==> src/design/ffd_pkg.sv <==
package ffd_pkg;

  // frame geometry
  localparam int FRAME_BYTES = 133;
  localparam int ADDR_W      = 8;
  localparam int FIELDS      = 18;
  localparam int FIELD_W     = 5;

  // fixed frame markers and positions
  localparam logic [7:0] HDR_A            = 8'hFA;
  localparam logic [7:0] HDR_B            = 8'hAF;
  localparam logic [7:0] TAIL_A           = 8'hFB;
  localparam logic [7:0] TAIL_B           = 8'hBF;
  localparam logic [7:0] CHK_POS          = 8'd130;
  localparam logic [7:0] TAIL_A_POS       = 8'd131;
  localparam logic [7:0] LAST_POS         = 8'd132;
  localparam logic [7:0] SENSOR_FLAGS_POS = 8'd115;
  localparam logic [7:0] NAV_MODE_POS     = 8'd129;
  localparam logic [7:0] SCAN_START       = 8'd2;
  localparam logic [FIELD_W-1:0] LAST_FIELD = 5'd17;

  // result status codes
  localparam logic [1:0] STAT_NONE   = 2'd0;
  localparam logic [1:0] STAT_VALID  = 2'd1;
  localparam logic [1:0] STAT_REJECT = 2'd2;

  // sequencer states
  typedef enum logic [6:0] {
    ST_IDLE  = 7'b0000001,
    ST_CHECK = 7'b0000010,
    ST_FETCH = 7'b0000100,
    ST_LOAD  = 7'b0001000,
    ST_REJ   = 7'b0010000,
    ST_SCAN  = 7'b0100000,
    ST_COPY  = 7'b1000000
  } state_t;

  // first byte of each decoded field
  function automatic logic [7:0] field_offset(input logic [FIELD_W-1:0] k);
    logic [7:0] off;
    case (k)
      5'd0:    off = 8'd2;
      5'd1:    off = 8'd6;
      5'd2:    off = 8'd10;
      5'd3:    off = 8'd14;
      5'd4:    off = 8'd18;
      5'd5:    off = 8'd22;
      5'd6:    off = 8'd26;
      5'd7:    off = 8'd30;
      5'd8:    off = 8'd34;
      5'd9:    off = 8'd38;
      5'd10:   off = 8'd42;
      5'd11:   off = 8'd46;
      5'd12:   off = 8'd99;
      5'd13:   off = 8'd103;
      5'd14:   off = 8'd107;
      5'd15:   off = 8'd111;
      5'd16:   off = SENSOR_FLAGS_POS;
      5'd17:   off = NAV_MODE_POS;
      default: off = 8'd0;
    endcase
    return off;
  endfunction

endpackage

==> src/design/fixed_frame_deframer_xor_check.sv <==
// channel   direction  handshake            payload
// input     in         in_valid / in_stall   rx_byte
// output    out        out_valid / out_stall frame_status, field_index, field_value,
//                                            last_of_run
//
// the next byte is taken once the status result of a plain byte can leave.
// a completed frame is checked by one pass over the frame memory read port, then
// each word field and each flag field is gathered and sent, or the rejection is sent
// and a resync scan follows, with a move if a header byte is found, plus output stalls.
// rst is synchronous and clears control state; the frame memory is not cleared.
// in_stall is high during check, decode and resync and while a result is stalled.
module fixed_frame_deframer_xor_check (
  input  logic        clk,
  input  logic        rst,
  input  logic        in_valid,
  output logic        in_stall,
  input  logic [7:0]  rx_byte,
  output logic        out_valid,
  input  logic        out_stall,
  output logic [1:0]  frame_status,
  output logic [4:0]  field_index,
  output logic [31:0] field_value,
  output logic        last_of_run
);

  localparam logic [7:0] FRAME_LEN = 8'(ffd_pkg::FRAME_BYTES);

  // frame memory
  logic [7:0] mem [0:ffd_pkg::FRAME_BYTES-1];
  logic       we;
  logic [7:0] wa;
  logic [7:0] wd;
  logic [7:0] ra;
  logic [7:0] rd_data;

  ffd_pkg::state_t state, state_next;
  logic [7:0]  fill_count, fill_count_next;
  logic [7:0]  cnt, cnt_next;
  logic [7:0]  base, base_next;
  logic        pend, pend_next;
  logic [7:0]  pend_addr, pend_addr_next;
  logic [7:0]  xacc, xacc_next;
  logic        ok, ok_next;
  logic [4:0]  fld, fld_next;
  logic [2:0]  jcnt, jcnt_next;
  logic [2:0]  ccnt, ccnt_next;
  logic [31:0] word, word_next;
  logic        out_valid_next;
  logic [1:0]  frame_status_next;
  logic [4:0]  field_index_next;
  logic [31:0] field_value_next;
  logic        last_of_run_next;

  logic       in_acc;
  logic       out_free;
  logic       issue;
  logic       is_flag;
  logic [2:0] nbytes;
  logic       byte_ok;

  assign out_free = !out_valid || !out_stall;
  assign in_stall = (state != ffd_pkg::ST_IDLE) || !out_free;
  assign in_acc   = in_valid && !in_stall;
  assign is_flag  = fld[4];
  assign nbytes   = is_flag ? 3'd1 : 3'd4;

  // memory: one write port, one registered read port
  always_ff @(posedge clk) begin
    if (we) begin
      mem[wa] <= wd;
    end
    rd_data <= mem[ra];
  end

  // per-position frame check on returned data
  always_comb begin
    case (pend_addr)
      8'd0:                byte_ok = (rd_data == ffd_pkg::HDR_A);
      8'd1:                byte_ok = (rd_data == ffd_pkg::HDR_B);
      ffd_pkg::CHK_POS:    byte_ok = (rd_data == xacc);
      ffd_pkg::TAIL_A_POS: byte_ok = (rd_data == ffd_pkg::TAIL_A);
      ffd_pkg::LAST_POS:   byte_ok = (rd_data == ffd_pkg::TAIL_B);
      default:             byte_ok = 1'b1;
    endcase
  end

  // sequencer
  always_comb begin
    state_next        = state;
    fill_count_next   = fill_count;
    cnt_next          = cnt;
    base_next         = base;
    pend_addr_next    = pend_addr;
    xacc_next         = xacc;
    ok_next           = ok;
    fld_next          = fld;
    jcnt_next         = jcnt;
    ccnt_next         = ccnt;
    word_next         = word;
    out_valid_next    = out_valid && out_stall;
    frame_status_next = frame_status;
    field_index_next  = field_index;
    field_value_next  = field_value;
    last_of_run_next  = last_of_run;
    we                = 1'b0;
    wa                = fill_count;
    wd                = rx_byte;
    ra                = 8'd0;
    issue             = 1'b0;

    case (state)
      ffd_pkg::ST_IDLE: begin
        if (in_acc) begin
          // plain status unless this byte completes a frame
          out_valid_next    = 1'b1;
          frame_status_next = ffd_pkg::STAT_NONE;
          field_index_next  = 5'd0;
          field_value_next  = 32'd0;
          last_of_run_next  = 1'b1;
          if (fill_count == 8'd0) begin
            if (rx_byte == ffd_pkg::HDR_A) begin
              we              = 1'b1;
              fill_count_next = 8'd1;
            end
          end else if (fill_count == 8'd1) begin
            if (rx_byte == ffd_pkg::HDR_B) begin
              we              = 1'b1;
              fill_count_next = 8'd2;
            end else if (rx_byte == ffd_pkg::HDR_A) begin
              we              = 1'b1;
              wa              = 8'd0;
              fill_count_next = 8'd1;
            end else begin
              fill_count_next = 8'd0;
            end
          end else if (fill_count >= FRAME_LEN) begin
            fill_count_next = 8'd0;
          end else begin
            we              = 1'b1;
            fill_count_next = fill_count + 8'd1;
            if (fill_count == ffd_pkg::LAST_POS) begin
              out_valid_next = out_valid && out_stall;
              state_next     = ffd_pkg::ST_CHECK;
              cnt_next       = 8'd0;
              xacc_next      = 8'd0;
              ok_next        = 1'b1;
            end
          end
        end
      end

      ffd_pkg::ST_CHECK: begin
        // walk all bytes: header, xor, checksum, tail
        if (cnt < FRAME_LEN) begin
          issue    = 1'b1;
          ra       = cnt;
          cnt_next = cnt + 8'd1;
        end
        if (pend) begin
          if (pend_addr < ffd_pkg::CHK_POS) begin
            xacc_next = xacc ^ rd_data;
          end
          ok_next = ok && byte_ok;
          if (pend_addr == ffd_pkg::LAST_POS) begin
            if (ok && byte_ok) begin
              state_next      = ffd_pkg::ST_FETCH;
              fill_count_next = 8'd0;
              fld_next        = 5'd0;
              jcnt_next       = 3'd0;
              ccnt_next       = 3'd0;
            end else begin
              state_next = ffd_pkg::ST_REJ;
            end
          end
        end
      end

      ffd_pkg::ST_FETCH: begin
        // gather the bytes of one field, lowest first
        if (jcnt < nbytes) begin
          issue     = 1'b1;
          ra        = ffd_pkg::field_offset(fld) + {5'd0, jcnt};
          jcnt_next = jcnt + 3'd1;
        end
        if (pend) begin
          word_next = is_flag ? {24'd0, rd_data} : {rd_data, word[31:8]};
          ccnt_next = ccnt + 3'd1;
          if (ccnt == nbytes - 3'd1) begin
            state_next = ffd_pkg::ST_LOAD;
          end
        end
      end

      ffd_pkg::ST_LOAD: begin
        if (out_free) begin
          out_valid_next    = 1'b1;
          frame_status_next = ffd_pkg::STAT_VALID;
          field_index_next  = fld;
          field_value_next  = word;
          last_of_run_next  = (fld == ffd_pkg::LAST_FIELD);
          if (fld == ffd_pkg::LAST_FIELD) begin
            state_next = ffd_pkg::ST_IDLE;
          end else begin
            state_next = ffd_pkg::ST_FETCH;
            fld_next   = fld + 5'd1;
            jcnt_next  = 3'd0;
            ccnt_next  = 3'd0;
          end
        end
      end

      ffd_pkg::ST_REJ: begin
        if (out_free) begin
          out_valid_next    = 1'b1;
          frame_status_next = ffd_pkg::STAT_REJECT;
          field_index_next  = 5'd0;
          field_value_next  = 32'd0;
          last_of_run_next  = 1'b1;
          state_next        = ffd_pkg::ST_SCAN;
          cnt_next          = ffd_pkg::SCAN_START;
        end
      end

      ffd_pkg::ST_SCAN: begin
        // look for a new header start from position 2
        if (cnt < FRAME_LEN) begin
          issue    = 1'b1;
          ra       = cnt;
          cnt_next = cnt + 8'd1;
        end
        if (pend) begin
          if (rd_data == ffd_pkg::HDR_A) begin
            // restart reads at the found byte for the move
            issue      = 1'b1;
            ra         = pend_addr;
            cnt_next   = pend_addr + 8'd1;
            base_next  = pend_addr;
            state_next = ffd_pkg::ST_COPY;
          end else if (pend_addr == ffd_pkg::LAST_POS) begin
            fill_count_next = 8'd0;
            state_next      = ffd_pkg::ST_IDLE;
          end
        end
      end

      ffd_pkg::ST_COPY: begin
        // move the remainder to the front, one byte a cycle
        if (cnt < FRAME_LEN) begin
          issue    = 1'b1;
          ra       = cnt;
          cnt_next = cnt + 8'd1;
        end
        if (pend) begin
          we = 1'b1;
          wa = pend_addr - base;
          wd = rd_data;
          if (pend_addr == ffd_pkg::LAST_POS) begin
            fill_count_next = FRAME_LEN - base;
            state_next      = ffd_pkg::ST_IDLE;
          end
        end
      end

      default: begin
        state_next = ffd_pkg::ST_IDLE;
      end
    endcase

    pend_next      = issue;
    pend_addr_next = ra;
  end

  // control registers
  always_ff @(posedge clk) begin
    if (rst) begin
      state      <= ffd_pkg::ST_IDLE;
      fill_count <= 8'd0;
      pend       <= 1'b0;
      out_valid  <= 1'b0;
    end else begin
      state      <= state_next;
      fill_count <= fill_count_next;
      pend       <= pend_next;
      out_valid  <= out_valid_next;
    end
  end

  // datapath registers
  always_ff @(posedge clk) begin
    cnt          <= cnt_next;
    base         <= base_next;
    pend_addr    <= pend_addr_next;
    xacc         <= xacc_next;
    ok           <= ok_next;
    fld          <= fld_next;
    jcnt         <= jcnt_next;
    ccnt         <= ccnt_next;
    word         <= word_next;
    frame_status <= frame_status_next;
    field_index  <= field_index_next;
    field_value  <= field_value_next;
    last_of_run  <= last_of_run_next;
  end

  // checks
  a_fill_range: assert property (@(posedge clk) disable iff (rst)
    fill_count <= FRAME_LEN)
    else $error("fill count beyond frame length");

  a_reject_shape: assert property (@(posedge clk) disable iff (rst)
    out_valid && frame_status == ffd_pkg::STAT_REJECT |->
      field_index == 5'd0 && field_value == 32'd0 && last_of_run)
    else $error("rejection result not clean");

  a_plain_shape: assert property (@(posedge clk) disable iff (rst)
    out_valid && frame_status == ffd_pkg::STAT_NONE |->
      field_index == 5'd0 && field_value == 32'd0 && last_of_run)
    else $error("plain status result not clean");

  a_valid_last: assert property (@(posedge clk) disable iff (rst)
    out_valid && frame_status == ffd_pkg::STAT_VALID |->
      last_of_run == (field_index == ffd_pkg::LAST_FIELD))
    else $error("last mark not on final field");

endmodule
==> config.mk <==
export PLATFORM = sky130hd
export DESIGN_NAME = fixed_frame_deframer_xor_check
export DESIGN_NICKNAME = d
export VERILOG_FILES = /design/src/design/ffd_pkg.sv /design/src/design/fixed_frame_deframer_xor_check.sv
export SDC_FILE = /design/constraint.sdc
export NUM_CORES = 2
export LEC_CHECK = 0
export ABC_AREA = 1
export BUFFER_PORTS_ARGS = -buffer_cell sky130_fd_sc_hd__buf_2
export CORE_UTILIZATION = 55
export CTS_CLUSTER_SIZE = 8
export DETAILED_ROUTE_END_ITERATION = 8
export PLACE_DENSITY_LB_ADDON = 0.05
export SLEW_MARGIN = 20
export SYNTH_ARGS = -nofsm -noshare
export SYNTH_HDL_FRONTEND = slang
export SYNTH_SLANG_ARGS = --single-unit
==> constraint.sdc <==
create_clock -name clk -period 9.5 [get_ports clk]
set_input_delay 0.475 -clock clk [delete_from_list [all_inputs] [get_ports clk]]
set_output_delay 0.475 -clock clk [all_outputs]
set_load 0.01 [all_outputs]
==> impl_metrics.ini <==
[synthesis]
synth_top_area_share = 0.679
synth_top_family_by_area = simple AND/OR/NAND/NOR gates
synth.distinct_cells = 59
ys_warn_count = 0
synthCells = 4568
synth_seq_area_share = 0.695
avgSynthCellArea_um2 = 11.3
synth_fp_nets = 4609
synthFlopType = edfxtp_1
synth-adder-area-share = 0.00729
synth_edf_count = 1172
synthArstFlopShare = 0
synth-simple-area-share = 0.234
synth_xor_area_frac = 0.00355
synth_area_leaders = edfxtp_1 (68%), nand3_1 (14%), nand2_1 (5.9%)
yosysTopAreaCell = edfxtp_1
ys_ff_latch = 1213
synthesis.area_mm2 = 0.0518
synth.mux.area_fraction = 0.000217
synth_compound_area_frac = 0.0201

[detailed_routing]
drt_first_pass_iters = 8
wl_per_cell_um = 25.4
vias = 36087
totalWireLength_um = 149000
ant_nets = 0
drc_errors = 0
vias_per_cell = 6.16
drtIter0Drc = 4693

[worst_hold_path]
worstHoldStart = rst
hold_path_class = input port to flip-flop
hold_path_depth = 2
hold_end = state[5]$_SDFFE_PP0P_

[run]
cap_violations = 0

[finish]
final_common_cell = nand3_1
layout_common_cells = nand3_1 (1468), edfxtp_1 (1172), nand2_1 (816), nor2_1 (304), clkbuf_16 (177)
finalNonFillerCells = 5863
drive_gt1_frac = 0.0809
finalInstanceArea_mm2 = 0.0576
finish.net_count = 4588
areaGrowthSynthToFinish_pct = 11.1
utilization = 0.617

[die]
die_area_mm2 = 0.0955
die_w_um = 309
die_y_um = 309
fp-row-count = 112
ios = 54
start_util = 0.555
core_mm2 = 0.0933

[clock_network]
cts.sinks = 1213
cts_tree = yes
ctsResizeCount = 0
clk_pin_slew_worst_paths_ns = 0.05
cts_buffers = 169
cts_root_buf = clkbuf_16
h-tree-depth = 4
clockBufferDepth = 3
clock_latency_ns = 0.77

[setup_path]
critPathCaptureType = flip-flop
crit_slowest_cell = buf_4
worstPathRequired_ns = 10.13
cp_max_fo = 88
cp_cell_sequence = nand2_1 -> inv_1 -> nand2_1 -> nor2_1 -> nand3_1 -> nor2_1 -> nor2_1 -> nand2_8 -> buf_4 -> buf_4 -> nand3_1 -> nand3_1 -> nand3_1 -> nand3_1 -> nand3_1 -> nand3_1 -> nand2_1 -> nand2_1 -> nand2_1
r2r_start = rd_data[6]$_DFF_P_
crit_top_cell = nand3_1
max_stage_delay_ns = 0.78
path_class = flip-flop to flip-flop
ff2ff_setup_slack_ns = 3.86
startpoint = rd_data[6]$_DFF_P_
critPathArrivalTime_ns = 6.27
rr_endpoint = rd_data[6]$_DFF_P_
crit_path_start_kind = flip-flop
rr_worst_depth = 19

[sta]
fin_crit_ns = 5.64
fin_skew_ns = 0.0279
rsz0062_at_grt = no
fin_tns_setup_ns = 0
slew_viol_final = 0
tightestPinTransition_ns = 1.24
clock.fmax_mhz = 177
finalSetupViolCount = 0
hold_violations = 0
relSlewSlack = 0.169
worst_hold_slack_ns = 0.0746
setup_slack_ns = 3.86
fin_crit_sh = 0.594

[placement]
gp_congestion = 0.900
placed_cell_area_mm2 = 0.0529
place_ws_ns = 4.00
dp_hpwl_um = 82300
port_buffers = 53
dp.cells = 5629

[global_routing]
grt_max_degree = 189
grt_pass1_wl_um = 221000
overflow = 0
grt_usage = 0.314
grt_pass1_vias = 34247
antenna_found_initial = 6

[power_and_ir_drop]
power_mw = 12.2
power.leakage_nw = 20.2
peakVddDrop_mv = 0.188
p_per_area_mw_per_mm2 = 212

[run_status]
status = completed
-- layout make-up --
type | count | area (um2)
sequential | 1213 | 36000
fill | 7521 | 35800
multi-input combinational | 2884 | 13900
clock buffer | 226 | 4610
tap | 1254 | 1570
timing repair buffer | 106 | 741
inverter | 173 | 669
clock inverter | 6 | 78.8
antenna | 1 | 2.50
-- Yosys cell counts (5+ instances only) --
library cell     n
buf_6            8
or2_2            6
nand3_2          5
xor2_1          12
nor2_4           7
buf_2          191
nor2_1         306
buf_1           22
inv_1          151
ha_1            27
edfxtp_1      1172
dfxtp_1         41
a21oi_1         46
xnor2_1          9
a31oi_1          7
o221ai_1         9
nand2_2         11
nand3_1       1468
nor2_2           9
clkbuf_1        73
nand4_1         10
o21ai_0         70
inv_2           19
nand2_1        816
nor4_1           5
nor3_1          10
-- critical path, delay by kind of cell (launching register included) --
family | cells | cell delay [ns]
AND/OR/NAND/NOR | 16 | 3.13
buffers and inverters | 3 | 1.50
flip-flops | 1 | 0.69
-- registers in the layout, indices dropped and copies added (netlist names), named ones only --
signal        flops
ok                1
field_value      32
field_index       5
pend_addr         8
out_valid         1
mem            1064
fill_count        8
frame_status      2
ccnt              3
state             7
fld               5
rd_data           8
xacc              8
base              8
cnt               8
word             32
jcnt              3
last_of_run       1
pend              1
-- logic make-up after synthesis --
logic type | Yosys count
AO/OA/AOI/OAI | 170
XOR/XNOR | 21
adder cells (fa/ha/maj) | 29
buffers and inverters | 471
flip-flops | 1213
multiplexers | 1
AND/OR/NAND/NOR | 2663
-- per-layer routing --
metal | share of wire | track usage | vias up | wire length [um]
met5 | 0.00052 | 0 | - | 78
met1 | 0.42 | 0.447 | 17707 | 61900
met2 | 0.46 | 0.476 | 1746 | 68000
li1 | - | - | 16293 | -
met3 | 0.088 | 0.0567 | 329 | 13100
met4 | 0.039 | 0.138 | 12 | 5750
-- where the power goes --
| part | internal, mW | switching, mW | total [mW] | leakage [nW] |
|---|---|---|---|---|
| Clock | 3.32 | 2.16 | 5.48 | 2.28 |
| Sequential | 5.97 | 0.0704 | 6.04 | 11.0 |
| Combinational | 0.150 | 0.532 | 0.681 | 6.94 |
-- worst max-delay path by stage --
stage / end / slack, ns / cells after the start
finish: rd_data[6]$_DFF_P_ / 3.86 / 19
global route: rd_data[5]$_DFF_P_ / 3.43 / 21
CTS: rd_data[6]$_DFF_P_ / 3.98 / 21
detailed placement: rd_data[6]$_DFF_P_ / 4.00 / 21
global placement: rd_data[7]$_DFF_P_ / 4.05 / 19
floorplan: mem[0][1]$_DFFE_PP_ / 1.82 / 8
-- repair_timing --
action / CTS / global route
hold buffers: 1 / 0
endpoints found under the hold margin: 1 / 0
setup buffers: 0 / 0
No activity file was read; power rests on OpenSTA's default activity.
